==> src/rtl/tbpb_pkg.sv <==
`timescale 1ns / 1ps
package tbpb_pkg;
   localparam int VideoDepth = 24576;
   localparam int RomDepth = 16384;
   localparam logic [1:0] CMD_WRITE = 2'd0;
   localparam logic [1:0] CMD_READ = 2'd1;
   localparam logic [1:0] CMD_BLIT = 2'd2;
   localparam logic [1:0] CMD_NOP = 2'd3;
   localparam logic [1:0] ROUTE_VV = 2'd0;
   localparam logic [1:0] ROUTE_RV = 2'd1;
   localparam logic [1:0] ROUTE_EV = 2'd2;
   localparam logic [1:0] ROUTE_VE = 2'd3;
   localparam logic [1:0] REG_WIDE = 2'd0;
   localparam logic [1:0] REG_SPAGE = 2'd1;
   localparam logic [1:0] REG_DPAGE = 2'd2;

   typedef struct packed {
      logic [1:0]  cmd;
      logic [15:0] addr;
      logic [7:0]  wdata;
      logic [7:0]  control;
      logic [7:0]  palette_map;
      logic [7:0]  src_x;
      logic [7:0]  src_y;
      logic [7:0]  dst_x;
      logic [7:0]  dst_y;
      logic [7:0]  width_x;
      logic [7:0]  width_y;
   } req_type;

   typedef struct packed {
      logic [7:0] rdata;
      logic       done_res;
   } rsp_type;

   typedef struct packed {
      logic wide_lines;
      logic source_page;
      logic dest_page;
   } cfg_type;

   // Pixel x counts from the most significant pair of the byte.
   function automatic logic [1:0] pick_pixel(logic [7:0] b, logic [1:0] pos);
      logic [7:0] s;
      s = b >> (3'd6 - {pos, 1'b0});
      return s[1:0];
   endfunction

   function automatic logic [7:0] place_pixel(logic [7:0] b, logic [1:0] pos,
                                              logic [1:0] pix);
      logic [2:0] sh;
      sh = 3'd6 - {pos, 1'b0};
      return (b & ~(8'd3 << sh)) | ({6'd0, pix} << sh);
   endfunction
endpackage

==> src/rtl/tbpb_csr.sv <==
`timescale 1ns / 1ps
module tbpb_csr (
   input  logic          clock,
   input  logic          reset,
   input  logic          psel,
   input  logic          penable,
   input  logic          pwrite,
   input  logic [3:0]    paddr,
   input  logic [31:0]   pwdata,
   output logic [31:0]   prdata,
   output logic          pready,
   output tbpb_pkg::cfg_type cfg
);
   tbpb_pkg::cfg_type cfg_ff, cfg_in;
   logic [1:0] idx;

   assign idx = paddr[3:2];
   assign pready = 1'b1;
   assign cfg = cfg_ff;

   // Register writes at the access phase.
   always_comb begin
      cfg_in = cfg_ff;
      if (psel && penable && pwrite && paddr[1:0] == 2'd0) begin
         unique case (idx)
            tbpb_pkg::REG_WIDE:  cfg_in.wide_lines = pwdata[0];
            tbpb_pkg::REG_SPAGE: cfg_in.source_page = pwdata[0];
            tbpb_pkg::REG_DPAGE: cfg_in.dest_page = pwdata[0];
            default: ;
         endcase
      end
   end

   always_ff @(posedge clock) begin
      if (reset) cfg_ff <= '0;
      else cfg_ff <= cfg_in;
   end

   // Read back.
   always_comb begin
      prdata = '0;
      if (paddr[1:0] == 2'd0) begin
         unique case (idx)
            tbpb_pkg::REG_WIDE:  prdata[0] = cfg_ff.wide_lines;
            tbpb_pkg::REG_SPAGE: prdata[0] = cfg_ff.source_page;
            tbpb_pkg::REG_DPAGE: prdata[0] = cfg_ff.dest_page;
            default: ;
         endcase
      end
   end
endmodule

==> config.mk <==
export PLATFORM = sky130hd
export DESIGN_NAME = tbpb_csr
export DESIGN_NICKNAME = d
export VERILOG_FILES = /design/src/rtl/tbpb_pkg.sv /design/src/rtl/tbpb_csr.sv
export SDC_FILE = /design/constraint.sdc
export NUM_CORES = 1
export LEC_CHECK = 0
export BUFFER_PORTS_ARGS = -buffer_cell sky130_fd_sc_hd__buf_2
export CAP_MARGIN = 20
export CORE_MARGIN = 2
export CORE_UTILIZATION = 28
export DETAILED_ROUTE_END_ITERATION = 10
export HOLD_SLACK_MARGIN = 0.08
export PLACE_DENSITY = 0.84
export SLEW_MARGIN = 20
export SYNTH_ARGS = -nofsm -noshare
export SYNTH_HDL_FRONTEND = slang
export SYNTH_SLANG_ARGS = --single-unit
==> constraint.sdc <==
create_clock -name clock -period 3.5 [get_ports clock]
set_input_delay 0.7 -clock clock [delete_from_list [all_inputs] [get_ports clock]]
set_output_delay 0.7 -clock clock [all_outputs]
set_load 0.05 [all_outputs]
==> summary.txt, run 1 <==
GRT
  • Grt total ovfl: 0
  • Routing usage on met2: ~8.4%
  • Met1 GRT Util: 3.535%
  • Grt met3 use: roughly 5%
  • Largest net degree at the start of global routing: 6
  • Initial antenna violation count: 0
  • Layer with the highest usage: met2
  • First-pass GRT wire length: roughly 630 um
  • Gr usage total: 4.868%
  • Vias in the first global route: 190

Synthesis
  • Post-Syn Area per Cell: 8.063 um2
  • Cells after Synth: 54
  • Yosys reg bits: 3
  • Seq/Total Area, Yosys: between 10% and 20%
  • Mapped Area: 435.4 um2
  • Synth cell types: 14
  • Synth Warn #: 0

Timing
  • Finish-stage setup viols: 0
  • Tmin final: ~2200 ps
  • Setup TNS: 0 ps
  • Max frequency: 0.4629 GHz
  • Final Hold Violating Endpoints: 0
  • RSZ-0062 raised after global routing: false
  • Final Slew Violations: 0
  • Final period util: between 60% and 70%
  • Skew final: 0 ps

Final layout
  • Largest register FFs: 3
  • Most frequent cells in the layout: 32 x conb_1, 13 x buf_2, 4 x mux2i_1, 4 x nand2b_1
  • Layout cells sized above 1: between 20% and 30%
  • Syn-to-layout area delta: -3.736%
  • Most common cell after layout, fill and taps aside: conb_1
  • Antenna fix cells: 0
  • Post-layout net count: about 110

Status
  • Outcome: finished, final reports clean

Power and ir drop
  • Power Density: 428.9 nW/um2
  • Total Power: around 0.18 mW
  • Leakage power: around 0.24 nW
  • Worst VDD drop: approximately 0.11 mV

Placement
  • Gpl congestion: about 0.63
  • Port bufs: 13
  • Hpwl dp: 462.7 um

Clocking
  • Clock Root Buffer: clkbuf_4
  • Post_cts resized: 0
  • TritonCTS buffer count: 3
  • Clk Latency, worst-skew pair: roughly 230 ps
  • Post-CTS Setup Repair Bufs: 0
  • Clock-pin slew on the worst setup and hold paths: roughly 30 ps
  • Clock Sinks: 3
  • TritonCTS clock tree: done
  • # hold bufs at CTS: 0
  • CTS Buffer Depth: 2
  • Htree depth: 1

Critical path
  • Critical path class: in -> out
  • CP Max Fanout: 5
  • WP data arrival: between 1000 and 1500 ps
  • Launching point of the worst reg2reg path: cfg[0]
  • Crit start category: primary input
  • Crit path launch: paddr[2]
  • Crit path capture type: output port
  • Critical Path RT: between 2000 and 3000 ps

Hold path
  • Worst hold path startpoint: cfg[2]
  • Worst hold path type: reg -> reg

Routing
  • Number of remaining DRC errors: 0
  • Vias: about 290
  • Routed WL per cell: around 6.1 um
  • DRT Wirelength: between 500 and 600 um
  • DRT iter0 DRCs: 1
  • Avg Vias per Cell: between 3 and 4
  • DRT antenna net count: 0
  • DR pass1 iterations: 2

Floorplan
  • Core ar.: 1489 um2
  • Die height: roughly 43 um
  • Initial Util: between 20% and 30%
  • Row cnt: 14
  • DIE WIDTH: approximately 43 um
  • Die area: ~1900 um2
  • Ports: between 70 and 80

Job
  • Max Cap Viol: 0
worst paths after layout:
| path | end | slack (ps) | cells past startpoint |
|---|---|---|---|
| worst max register to register | cfg[0] | 2890 | 2 |
| worst min-delay path | cfg[2] | 490 | 2 |
| worst max-delay path | prdata[0] | 1340 | 5 |
| worst min register to register | cfg[2] | 490 | 2 |
synthesized netlist by cell type, drive strengths merged:
cell type	n	area [um2]
or2	1	8.760
or4	1	11.26
buf	32	240.2
mux2i	4	40.04
inv	1	3.750
nand2b	4	25.02
nand3b	1	7.510
nor4b	1	8.760
nor4	1	6.260
o21a	1	7.510
dfxtp	3	60.06
nor2	1	3.750
nand3	1	5.000
conb	2	7.510
kinds of logic after synthesis:
kind of cell,Yosys count,synth area share (%)
DFF,3,13.79
other,2,1.725
AOI/OAI and AO/OA,1,1.725
muxes,4,9.196
and+or+nand+nor,11,17.53
buffers and inverters,33,56.03
critical path, cell delays in order:
cell,delay [ps]
buf_2,130
mux2i_1,120
o21a_1,170
nor2_1,80
buf_2,260
where the power goes:
part	switching, mW	internal (mW)	total, mW
sequential	0.000105	0.0345	0.0347
clock	0.0167	0.0426	0.0593
combinational	0.0795	0.00634	0.0858
through the flow:
stage | cell area [um2] | instances | hold slack (ps) | setup slack [ps] | utilization (%)
floorplan | 548.0 | 84 | 702.4 | 1156 | -
global placement | 392.9 | 81 | 481.6 | 1336 | 26.39
detailed placement | 392.9 | 81 | 489.5 | 1344 | 26.39
CTS | 419.2 | 85 | 495.6 | 1337 | 28.15
global route | 419.2 | 85 | 518.8 | 1318 | 28.15
finish | 419.2 | 85 | 490.5 | 1340 | 28.15
final cells by class:
class | instances | area, um2
clock buffer | 4 | 26.28
fill | 170 | 1070
inverter | 1 | 3.754
timing repair buffer | 13 | 65.06
multi-input combinational | 48 | 244.0
tap | 16 | 20.02
sequential | 3 | 60.06
layer usage:
metal	wire (um)	vias up
li1	-	138
met1	174	124
met2	248	27
met3	94	0
met4	0	0
met5	0	-
(Power assumes the default switching activity.)
==> run 2: changes to the inputs <==
--- a/config.mk
+++ b/config.mk
@@ -8,10 +8,10 @@
 export BUFFER_PORTS_ARGS = -buffer_cell sky130_fd_sc_hd__buf_2
 export CAP_MARGIN = 20
 export CORE_MARGIN = 2
-export CORE_UTILIZATION = 28
+export CORE_UTILIZATION = 23
 export DETAILED_ROUTE_END_ITERATION = 10
 export HOLD_SLACK_MARGIN = 0.08
-export PLACE_DENSITY = 0.84
+export PLACE_DENSITY = 0.74
 export SLEW_MARGIN = 20
 export SYNTH_ARGS = -nofsm -noshare
 export SYNTH_HDL_FRONTEND = slang
==> constraint.sdc (replaced) <==
create_clock -name clock -period 1.9 [get_ports clock]
set_input_delay 0.38 -clock clock [delete_from_list [all_inputs] [get_ports clock]]
set_output_delay 0.38 -clock clock [all_outputs]
set_load 0.05 [all_outputs]
==> summary.txt, run 2 (synthesis gave the netlist of run 1 again) <==
Timing
  • Finish-stage setup viols: 0
  • Hold_ws: 435.3 ps
  • Tmin final: approximately 1600 ps
  • Max frequency: approximately 0.64 GHz
  • Skew final: 0 ps
  • Setup TNS: 0 ps
  • RSZ-0062 raised after global routing: false
  • Final Hold Violating Endpoints: 0
  • Final Slew Violations: 0
  • Final period util: slightly above 80%
  • Final WS setup: ~330 ps

Power and ir drop
  • Clock power share: around 34%
  • Leakage power: between 0.2 and 0.25 nW
  • Combinational power share: 47.1%
  • Total Power: roughly 0.34 mW
  • Worst VDD drop: 0.3828 mV
  • Power Density: ~780 nW/um2
  • Sw Pwr: about 0.18 mW
  • Internal Power: around 0.15 mW
  • Sw Share: between 50% and 60%
  • Reg power frac: 18.8%

Job
  • Max Cap Viol: 0

Critical path
  • Crit path capture type: output port
  • CP Max Fanout: 3
  • Crit start category: register
  • WP data arrival: ~1200 ps
  • Critical Path RT: roughly 1500 ps
  • Critical path class: reg -> out

Placement
  • Dpl ws: 373.2 ps
  • Hpwl dp: ~580 um
  • Gpl congestion: between 0.6 and 0.7
  • Port bufs: 13

Hold path
  • Worst hold path type: in -> reg

Floorplan
  • DIE WIDTH: approximately 48 um
  • Core ar.: about 1700 um2
  • Row cnt: 15
  • Ports: 77
  • Initial Util: around a quarter
  • Die area: around 2300 um2
  • Die height: about 48 um

Clocking
  • # hold bufs at CTS: 0
  • Clk Latency, worst-skew pair: ~240 ps
  • Clock-pin slew on the worst setup and hold paths: approximately 40 ps
  • Post_cts resized: 0
  • CTS Buffer Depth: 2
  • Clock Sinks: 3
  • TritonCTS buffer count: 3
  • Post-CTS Setup Repair Bufs: 0
  • Htree depth: 1
  • TritonCTS clock tree: done
  • Clock Root Buffer: clkbuf_4

Final layout
  • Syn-to-layout area delta: -0.5748%
  • Most frequent cells in the layout: 32 x conb_1, 13 x buf_2, 4 x mux2i_1, 4 x nand2b_1
  • Multi-input logic area: between 200 and 250 um2
  • Layout cells sized above 1: 27.54%
  • Most common cell after layout, fill and taps aside: conb_1
  • Post-layout net count: approximately 110
  • Fill cell count: roughly 210
  • FF+latch area: 60.06 um2
  • Antenna fix cells: 0
  • Largest register FFs: 3

GRT
  • Vias in the first global route: approximately 210
  • Gr usage total: ~6.0%
  • Grt total ovfl: 0
  • Largest net degree at the start of global routing: 6
  • First-pass GRT wire length: between 800 and 900 um
  • Initial antenna violation count: 0

Status
  • Outcome: finished, final reports clean

Routing
  • DRT iter0 DRCs: 0
  • DRT antenna net count: 0
  • DR pass1 iterations: 1
  • Number of remaining DRC errors: 0
  • Routed WL per cell: roughly 7.1 um
  • Vias: 300
  • Avg Vias per Cell: between 3 and 4
  • DRT Wirelength: 665 um
-- run 2: cell count changes in the layout (fill, tap and decap cells not counted) --
cell    change
nor2_2      +1
nor2_1      -1
-- run 2: routing by layer --
metal / vias to the layer above / track usage, % / part of all wire (%)
met5: - / 0 / 0
met4: 0 / 1.667 / 0
met3: 0 / 6.792 / 23
met2: 33 / 8.378 / 37
met1: 128 / 5.817 / 40
li1: 139 / - / -
-- run 2: final timing paths --
path,startpoint,to,slack [ps],depth (start not counted)
max,cfg[1],prdata[0],330,4
min,reset,cfg[2],440,3
max reg2reg,cfg[0],cfg[0],1280,2
min reg2reg,cfg[2],cfg[2],480,2
-- run 2: worst max-delay path, cell delays in order, from the launching register on --
cell and delay [ps]:
dfxtp_1 350, mux2i_1 90, o21a_1 180, nor2_2 90, buf_2 250
-- run 2: layout make-up --
class | instances | share of cell area [%]
well taps | 25 | 7.225
inverters | 1 | 0.8671
clock buffers | 4 | 6.069
repair buffers | 13 | 15.03
multi-input cells | 48 | 56.94
flip-flops and latches | 3 | 13.87
-- run 2: power by group through the flow --
stage          combinational (mW)  clock, mW  sequential, mW
6_report                    0.159      0.115          0.0637
5_1_grt                     0.166      0.132          0.0636
4_1_cts                     0.158      0.121          0.0637
3_5_place_dp                0.158          0          0.0648
3_3_place_gp                0.157          0          0.0647
2_1_floorplan               0.196          0          0.0656
-- run 2: metrics by stage --
| step | utilization [%] | instance area [um2] | instances |
|---|---|---|---|
| after floorplan | - | 550.5 | 84 |
| after global placement | 23.30 | 406.6 | 90 |
| after detailed placement | 23.30 | 406.6 | 90 |
| after CTS | 24.80 | 432.9 | 94 |
| after global routing | 24.80 | 432.9 | 94 |
| final | 24.80 | 432.9 | 94 |
==> run 3: changes to the inputs <==
--- a/config.mk
+++ b/config.mk
@@ -8,10 +8,10 @@
 export BUFFER_PORTS_ARGS = -buffer_cell sky130_fd_sc_hd__buf_2
 export CAP_MARGIN = 20
 export CORE_MARGIN = 2
-export CORE_UTILIZATION = 23
+export CORE_UTILIZATION = 26
 export DETAILED_ROUTE_END_ITERATION = 10
 export HOLD_SLACK_MARGIN = 0.08
-export PLACE_DENSITY = 0.74
+export PLACE_DENSITY = 0.79
 export SLEW_MARGIN = 20
 export SYNTH_ARGS = -nofsm -noshare
 export SYNTH_HDL_FRONTEND = slang
==> constraint.sdc (replaced) <==
create_clock -name clock -period 1.55 [get_ports clock]
set_input_delay 0.31 -clock clock [delete_from_list [all_inputs] [get_ports clock]]
set_output_delay 0.31 -clock clock [all_outputs]
set_load 0.05 [all_outputs]
==> summary.txt, run 3 (synthesis gave the netlist of run 1 again) <==
Power and ir drop
  • Worst VDD drop: between 0.2 and 0.3 mV
  • Total Power: 0.4090 mW
  • Power Density: roughly 950 nW/um2
  • Leakage power: ~0.24 nW

Timing
  • Final period util: between 90% and 100%
  • RSZ-0062 raised after global routing: false
  • Max frequency: 0.6748 GHz
  • Finish-stage setup viols: 0
  • Final Hold Violating Endpoints: 0
  • Setup TNS: 0 ps
  • Tmin final: roughly 1500 ps
  • Final Slew Violations: 0
  • Skew final: 0 ps

Status
  • Outcome: finished, final reports clean

GRT
  • Largest net degree at the start of global routing: 6
  • Vias in the first global route: 240
  • First-pass GRT wire length: approximately 900 um
  • Grt total ovfl: 0
  • Initial antenna violation count: 0
  • Gr usage total: 6.414%

Critical path
  • RR Endpoint: cfg[1]
  • Crit path capture type: output port
  • WP data arrival: about 1200 ps
  • Critical Path Max Stage Delay: around 330 ps
  • Critical path class: reg -> out
  • Launching point of the worst reg2reg path: cfg[1]
  • CP cell instances: mux2i_1 > o21a_1 > nor2_4 > buf_2
  • Crit start category: register
  • Worst r2r path cells: 2
  • CP Max Fanout: 3
  • R2r setup slk: 960 ps
  • CP max stage cell: dfxtp_2
  • Critical Path RT: approximately 1200 ps

Placement
  • Placed insts: between 80 and 90
  • Gpl congestion: 0.6583
  • Hpwl dp: between 500 and 600 um
  • Port bufs: 13

Hold path
  • Hold Path End: cfg[2]
  • Worst hold stages: 3
  • Worst hold path startpoint: reset
  • Worst hold path type: in -> reg

Floorplan
  • Row cnt: 14
  • Initial Util: between 20 and 30%
  • Die height: about 45 um
  • Ports: 77
  • Core ar.: 1541 um2
  • Die area: just over 2000 um2
  • DIE WIDTH: between 40 and 50 um

Routing
  • Number of remaining DRC errors: 0
  • DR pass1 iterations: 2
  • Avg Vias per Cell: about 3.4
  • DRT antenna net count: 0
  • DRT iter0 DRCs: 1
  • Routed WL per cell: a little under 7 um
  • Vias: approximately 290
  • DRT Wirelength: around 590 um

Clocking
  • Post_cts resized: 0
  • Clock Root Buffer: clkbuf_4
  • Clk Latency, worst-skew pair: ~230 ps
  • Clock-pin slew on the worst setup and hold paths: roughly 40 ps
  • Post-CTS Setup Repair Bufs: 0
  • Clock Sinks: 3
  • Htree depth: 1
  • TritonCTS clock tree: done
  • CTS Buffer Depth: 2
  • TritonCTS buffer count: 3
  • # hold bufs at CTS: 0

Job
  • Max Cap Viol: 0

Final layout
  • Most common cell after layout, fill and taps aside: conb_1
  • Largest register FFs: 3
  • Layout cells sized above 1: between 30% and 40%
  • Multi-input logic area: roughly 250 um2
  • Post-layout net count: approximately 110
  • Antenna fix cells: 0
  • Most frequent cells in the layout: 32 x conb_1, 13 x buf_2, 4 x mux2i_1, 4 x nand2b_1, 3 x clkbuf_4
  • FF+latch area: 62.56 um2
  • Fin cells: 85
  • Syn-to-layout area delta: -1.437%
  • Fill cell count: 179
  • Final core utilization: ~28%
==> run 3: cell counts in the layout (fill, tap and decap cells not counted) <==
Identical to the previous run, type by type.
==> run 3: metal layers <==
layer / vias up / share of wire [%] / track usage (%)
li1: 138 / - / -
met1: 119 / 32 / 6.326
met2: 32 / 46 / 9.429
met3: 0 / 22 / 2.800
met4: 0 / 0 / 7.059
met5: - / 0 / 0
==> run 3: worst max path at each step <==
stage                           end  startpoint  slack (ps)
after floorplan           prdata[0]      cfg[0]          60
after global placement    prdata[0]    paddr[2]         140
after detailed placement     cfg[1]    paddr[1]         130
after CTS                 prdata[0]      cfg[1]          50
after global routing      prdata[0]      cfg[1]          30
final                     prdata[0]      cfg[2]          70
==> run 3: stage by stage <==
step	setup slack, ps	hold slack [ps]	cell area [um2]
2_1_floorplan	59.90	482.7	558.0
3_3_place_gp	139.3	467.4	402.9
3_5_place_dp	129.8	478.6	402.9
4_1_cts	50.98	375.7	429.2
5_1_grt	26.99	407.4	429.2
6_report	67.98	378.1	429.2
==> run 3: report_power, final <==
group | internal (mW) | switching [mW] | leakage (nW)
logic | 0.0144 | 0.181 | 0.203
clock network | 0.0964 | 0.0389 | 0.0150
registers | 0.0780 | 0.000238 | 0.0252
==> run 3: layout make-up <==
class / instances / share of cell area [%]
well taps: 16 / 4.665
repair buffers: 13 / 15.16
flip-flops and latches: 3 / 14.58
clock buffers: 4 / 6.122
multi-input cells: 48 / 58.60
inverters: 1 / 0.8746
==> run 3: worst max-delay path, delay by kind of cell (launching register included) <==
family | cells | cell delay (ps)
muxes | 1 | 70
and+or+nand+nor | 1 | 90
buffers and inverters | 1 | 250
AOI/OAI and AO/OA | 1 | 200
DFF | 1 | 330
